--- config.mk ---
export PLATFORM = sky130hd
export DESIGN_NAME = bqfb_log2
export DESIGN_NICKNAME = d
export VERILOG_FILES = /design/src/rtl/bqfb_pkg.sv /design/src/rtl/bqfb_log2.sv
export SDC_FILE = /design/constraint.sdc
export NUM_CORES = 2
export LEC_CHECK = 0
export ABC_AREA = 1
export BUFFER_PORTS_ARGS = -buffer_cell sky130_fd_sc_hd__buf_2
export CAP_MARGIN = 20
export CORE_MARGIN = 2
export CORE_UTILIZATION = 28
export DETAILED_ROUTE_END_ITERATION = 10
export GPL_ROUTABILITY_DRIVEN = 0
export PLACE_DENSITY_LB_ADDON = 0.08
export REMOVE_ABC_BUFFERS = 1
export SYNTH_ARGS = -nofsm -noshare
export SYNTH_HDL_FRONTEND = slang
export SYNTH_SLANG_ARGS = --single-unit
--- constraint.sdc ---
create_clock -name clk -period 11.17 [get_ports clk]
set_clock_uncertainty 0.2 [all_clocks]
set_input_delay 1.6755 -clock clk [delete_from_list [all_inputs] [get_ports clk]]
set_output_delay 1.6755 -clock clk [all_outputs]
set_load 0.02 [all_outputs]
--- src/rtl/bqfb_pkg.sv ---
// shared types and constants for the biquad filter bank spectrum core
// no dependencies
package bqfb_pkg;

  localparam int SIG_W      = 32;
  localparam int SIG_FRAC   = 24;
  localparam int NUM_TERMS  = 5;
  localparam int ENV_W      = 24;
  localparam int SUM_W      = 40;
  localparam int MW         = SUM_W + 1;
  localparam int BAND_W     = 6;
  localparam int LEVEL_W    = 16;
  localparam int OUT_W      = 24;
  localparam int FC_W       = 17;
  localparam int CFG_IDX_W  = 2;
  localparam int CFG_DATA_W = 16;
  localparam int ENV_MAX    = 24'hFFFFFF;
  localparam int EPS_Q24    = 17;
  localparam int DB_PER_OCT = 394566;
  localparam int MAX_FRAME_LOG2 = 16;

  localparam logic [CFG_IDX_W-1:0] CFG_ATTACK  = 2'd0;
  localparam logic [CFG_IDX_W-1:0] CFG_RELEASE = 2'd1;
  localparam logic [CFG_IDX_W-1:0] CFG_FRAME   = 2'd2;

  typedef enum logic [3:0] {
    ST_CLEAR,
    ST_IDLE,
    ST_FILT,
    ST_ENV,
    ST_FRAME,
    ST_EMIT_RD,
    ST_EMIT_LOG,
    ST_EMIT_WAIT,
    ST_EMIT_OUT
  } core_state_t;

  typedef enum logic [2:0] {
    LG_IDLE,
    LG_NORM,
    LG_SQ,
    LG_CHK,
    LG_SCALE,
    LG_ROUND
  } log_state_t;

endpackage

--- src/rtl/bqfb_log2.sv ---
// iterative level unit: msb search, squaring log2 and scale to Q7.8 dB
// depends on bqfb_pkg
module bqfb_log2 import bqfb_pkg::*; (
  input  logic                      clk,
  input  logic                      rst,
  input  logic                      start,
  input  logic [MW-1:0]             m,
  output logic                      done,
  output logic signed [LEVEL_W-1:0] level
);

  log_state_t lstate, lstate_next;
  logic [MW-1:0]      w;
  logic [5:0]         e;
  logic [30:0]        x;
  logic [61:0]        sq;
  logic [15:0]        frac;
  logic [3:0]         cnt;
  logic signed [43:0] prodl;
  logic [31:0]        t;
  logic signed [22:0] lval;
  logic signed [43:0] rsum;
  logic signed [19:0] rsh;

  assign t    = sq[61:30];
  assign lval = $signed({1'b0, e, frac}) - 23'sd1572864;
  assign rsum = prodl + (44'sd1 <<< 23);
  assign rsh  = 20'(rsum >>> 24);

  always_ff @(posedge clk) begin
    if (rst) lstate <= LG_IDLE;
    else     lstate <= lstate_next;
  end

  always_comb begin
    lstate_next = lstate;
    unique case (lstate)
      LG_IDLE:  if (start) lstate_next = LG_NORM;
      LG_NORM:  if (w[MW-1]) lstate_next = LG_SQ;
      LG_SQ:    lstate_next = LG_CHK;
      LG_CHK:   lstate_next = (cnt == 4'd15) ? LG_SCALE : LG_SQ;
      LG_SCALE: lstate_next = LG_ROUND;
      LG_ROUND: lstate_next = LG_IDLE;
      default:  lstate_next = LG_IDLE;
    endcase
  end

  always_ff @(posedge clk) begin
    if (rst) begin
      done <= 1'b0;
    end else if (start) begin
      done <= 1'b0;
    end else if (lstate == LG_ROUND) begin
      done <= 1'b1;
    end
  end

  always_ff @(posedge clk) begin
    case (lstate)
      LG_IDLE: begin
        if (start) begin
          w    <= m;
          e    <= 6'(MW - 1);
          frac <= '0;
          cnt  <= '0;
        end
      end
      LG_NORM: begin
        // shift up until the msb lands on top
        if (w[MW-1]) begin
          x <= w[MW-1:MW-31];
        end else begin
          w <= w << 1;
          e <= e - 6'd1;
        end
      end
      LG_SQ: sq <= 62'(x) * 62'(x);
      LG_CHK: begin
        frac <= {frac[14:0], t[31]};
        x    <= t[31] ? t[31:1] : t[30:0];
        cnt  <= cnt + 4'd1;
      end
      LG_SCALE: prodl <= 44'(lval) * 44'sd394566;
      LG_ROUND: begin
        if (rsh > 20'sd32767)       level <= 16'sh7fff;
        else if (rsh < -20'sd32768) level <= 16'sh8000;
        else                        level <= rsh[15:0];
      end
      default: ;
    endcase
  end

endmodule

Word level (Yosys, flattened, before mapping)
Index checks and enable logic that the tools add are counted.

Add/sub/neg operators: 4. $mul: 2. Divide/modulo/power cells: 0. $lt $le $gt $ge: 2. Equality and inequality tests: 9. Shift operators: 0. Muxes and demuxes: 18. Bitwise logic cells: 0. Reductions and logical operators: 10.

Operator list (count): $mux W41 (2); $pmux W41 S2 (1); $mul A31 B31 Y62 (1); $mux W31 (2); $pmux W31 S2 (1); $add A44 B25 Y44 const B (1); $mul A23 B19 Y42 const B (1); $mux W16 (2); $pmux W16 S2 (1); $sub A22 B21 Y23 const B (1); $gt A20 B16 Y1 const B (1); $lt A20 B16 Y1 const B (1); $pmux W3 S5 (1); $mux W6 (2); $pmux W6 S2 (1); $mux W3 (3); $pmux W4 S2 (1); $reduce_and A2 Y1 (4); $eq A3 B2 Y1 const B (2); $eq A3 B3 Y1 const B (2); $ne A2 B2 Y1 const B (3); $reduce_bool A2 Y1 (3); $sub A6 B1 Y6 const B (1); $add A4 B1 Y4 const B (1); other kinds (6) (6).

Register bits after elaboration: 223. Bits in latches: 0. Memory bits (writable): 0. Bits in read-only memories: 0. Bits of input ports: 44. Output and inout port bits: 17. Word-level logic and storage cells: 56. Memories: 0.

Depth between registers and ports, before layout
Depth in word-level cells: 3. Gate-level depth with buffers: 33.

Worst setup path before layout
No wires, ideal clock.

Kind: flip-flop to flip-flop. From: reg x[18]. To: reg sq[58] (data pin). Data arrival time: 6.384 ns. Required time: 10.718 ns. Setup slack: 4.333 ns. Stages on the path, launching flop included: 25. Path buffers: 2. Clock period less this slack: 6.837 ns. Cell sequence: edfxtp_1 -> clkbuf_1 -> buf_1 -> nand2_1 -> fa_1 -> inv_1 -> fa_1 -> inv_1 -> fa_1 -> fa_1 -> inv_1 -> fa_1 -> fa_1 -> fa_1 -> inv_1 -> fa_1 -> inv_1 -> ha_1 -> nand2_1 -> nor2_1 -> nand2_1 -> nor4_1 -> nand2_1 -> nand3_1 -> nand2_1.

Word-level cells in the longest chain between the ends: 1.

RTL lines: start: declaration (RTL line bqfb_log2.sv:15) `logic [30:0] x;`; start signal: assignment (RTL line bqfb_log2.sv:71) `x <= w[MW-1:MW-31];`; start signal: assignment (RTL line bqfb_log2.sv:80) `x <= t[31] ? t[31:1] : t[30:0];`; $mul A31 B31 Y62 (RTL line bqfb_log2.sv:77) `LG_SQ: sq <= 62'(x) * 62'(x);`; end signal: assignment (RTL line bqfb_log2.sv:77); end: declaration (RTL line bqfb_log2.sv:16) `logic [61:0] sq;`.

No other way between the ends. A chain may end at the register's enable or synchronous reset.

Worst setup path in the final report
From: reg x[18]. To: reg sq[52] (data pin).

Same word-level chain as after synthesis.

==> summary.txt <==
Outcome
  • Status: finished clean

Logic synthesis
  • Cell Area, Synth: 43500 µm²
  • Seq cells post-synth: 170
  • Yosys top cell by area: fa_1
  • Sequential share of the synthesized area: a little under an eighth
  • Prevailing post-synth register cell: edfxtp_1
  • Count of different cell masters after synthesis: 46
  • Largest cells by area after synthesis: fa_1, inv_1, ha_1
  • Mean post-synth cell area: approximately 8.3 µm²
  • Syn Inst Count: between 5000 and 6000
  • Post-synth EDFFs: about 170
  • Yosys warning count: 0
  • Top cell type's share of synthesized area: ~39%
  • Top-count cell post-synth: inv_1
  • Ys async rst share: 0%
  • Top cells by count, synth: inv_1, nand2_1, fa_1, ha_1, nor2_1

GRT
  • Largest net degree at the start of global routing: 48
  • First-pass GRT wire length: 210 mm
  • Initial antenna violation count: 1
  • GRT Total Usage: 17.6%
  • Number of global-route vias before repair: 34679
  • Grt total ovfl: 0

STA
  • Max-slew violations: 0
  • Final setup fails: 0
  • Worst Tran Pin Value: just over 1 ns
  • Final Hold Vio Count: 0
  • Min cycle time layout: 8.10 ns
  • RSZ-0062 raised after global routing: false
  • Min setup slack post-route: 3.07 ns
  • Tcrit/Tclk final: 72.5%
  • Fmax: around 120 MHz
  • Worst slew margin: between 30% and 40%
  • Setup TNS: 0 ns

Floorplanning
  • Die Wd: between 300 and 400 µm
  • Core Footprint: 154000 µm²
  • Die H: approximately 400 µm
  • IO Pins: 61
  • Number of placement rows: 144
  • Initial Util: roughly 28%
  • Die ar.: ~160000 µm²

Worst setup path
  • Worst R2R Path Depth: 23
  • Worst Path Buf+Inv: 6
  • Crit-path cells: buf_4 > nand2_1 > fa_1 > inv_1 > fa_1 > inv_1 > fa_1 > fa_1 > inv_1 > fa_1 > fa_1 > fa_1 > inv_1 > fa_1 > inv_1 > ha_1 > nand2_1 > nor2_1 > nand2_1 > o21ai_0 > nand2_1 > nand4_1 > nand2_1
  • R2r setup slk: ~3.1 ns
  • Setup CP Type: reg -> reg
  • CP Capture Type: flop
  • Largest stage delay, worst path: between 1 and 1.5 ns
  • Crit path DAT: a little over 8 ns
  • Slowest cell on crit path: edfxtp_1
  • Setup crit start: x[18]$_DFFE_PP_
  • CP most frequent cell: fa_1
  • Worst r2r dst: sq[52]$_DFFE_PN_
  • CP Max Fanout: 16
  • WP data required: about 11 ns
  • Startpoint Class: flop
  • Crit Reg-Reg Startpoint: x[18]$_DFFE_PP_
  • Top cell family by delay on the critical path: adder cells

Drt
  • DRT antenna net count: 0
  • DR vias/cell: around 4.3
  • Drt total wl: approximately 130 mm
  • Via Count: 31201
  • DR iter-0 viols: 1462
  • WL/cell: between 15 and 20 µm
  • DRC: 0
  • DRT Pass-1 Iters: 6

CTS
  • # resized after CTS: 0
  • Htree depth: 4
  • Clk_lat worst skew: roughly 0.54 ns
  • Longest Clk Path Bufs: 2
  • Post-CTS Setup Repair Bufs: 0
  • Clock-pin slew on the worst setup and hold paths: 0.09 ns
  • CTS sink count: 170
  • CTS Hold Bufs: 0
  • CTS buffer count: 17
  • CTS tree: done
  • Clock Tree Root: clkbuf_16

Finish
  • Layout cells sized above 1: approximately 3.6%
  • Non-filler cells, final: between 7000 and 8000
  • Inserted Diodes: 0
  • Nets: 6626
  • Layout area overhead: 7.69%

Placed design
  • Dpl ws: roughly 3.0 ns
  • Dpl cells: roughly 7300
  • Post-DP HPWL: ~120 mm
  • Port bufs: 60

Job
  • Max-cap violations: 0

Min path
  • HP Start: w[9]$_DFFE_PP_
  • Worst Hold End: w[10]$_DFFE_PP_
  • Hold path cells: 1
  • Hold Crit Class: reg -> reg
[metrics by stage]
step	hold WS [ns]	utilization [%]	instance area [µm²]
global placement	0.321	30.0	46200
finish	0.343	30.4	46900
detailed placement	0.322	30.0	46200
global route	0.365	30.4	46900
CTS	0.347	30.4	46800
floorplan	0.291	-	43100
[sequential cells by signal, indices dropped and copies added, names as in the netlist]
| signal | cells |
|---|---|
| sq | 32 |
| cnt | 4 |
| w | 41 |
| level | 16 |
| frac | 16 |
| x | 31 |
| lstate | 3 |
| prodl | 20 |
| e | 6 |
| done | 1 |
[cells by family (layout without fill, tap and decap cells)]
family / Yosys count / in the layout / share of synthesized area [%]
AOI/OAI and AO/OA: 279 / 279 / 4.05
xor gates and xnor gates: 78 / 78 / 1.57
adders and majority gates: 1310 / 1310 / 52.2
buffers and inverters: 1808 / 1824 / 15.7
DFF: 170 / 170 / 11.6
and+or+nand+nor: 1624 / 1624 / 14.9
[layer usage]
layer	global-route usage [%]	wire, µm
met5	0	0
met2	30.6	66700
met3	1.45	2460
met1	24.0	62900
met4	3.06	1840
[area by class of cell]
type,count,area (µm²)
flip-flops and latches,170,5060
inverters,1690,6340
repair buffers,102,643
clock buffers,17,425
well taps,2044,2560
multi-input cells,3291,31700
fillers,16887,107000
clock inverters,15,179
[cells in the final DEF, fill, tap and decap left out, drive strengths merged]
master      n
inv      1697
nand2    1246
fa        845
ha        465
nor2      227
edfxtp    166
a21oi     114
buf       102
nand3      94
o21ai      59
xor2       49
a22o       39
xnor2      29
o221ai     28
nand4      25
o21bai     21
nor3       20
clkbuf     17
clkinv      7
a21o        5
or2         4
dfxtp       4
o21a        3
o211ai      3
a31o        2
a31oi       2
nor4        2
nand3b      2
and2        2
a21boi      1
o31ai       1
and3        1
a2bb2oi     1
nor3b       1
bufinv      1
[worst max path at each step]
| stage | cells after the start | end | slack (ns) |
|---|---|---|---|
| global route | 25 | sq[60]$_DFFE_PN_ | 2.57 |
| floorplan | 27 | sq[46]$_DFFE_PN_ | 4.39 |
| finish | 23 | sq[52]$_DFFE_PN_ | 3.07 |
| global placement | 23 | sq[52]$_DFFE_PN_ | 2.99 |
| CTS | 23 | sq[52]$_DFFE_PN_ | 2.98 |
| detailed placement | 23 | sq[52]$_DFFE_PN_ | 3.04 |
Power is left out: the tool's default activity adds up to more than one toggle a clock period on the data nets, which glitch-free logic cannot reach.
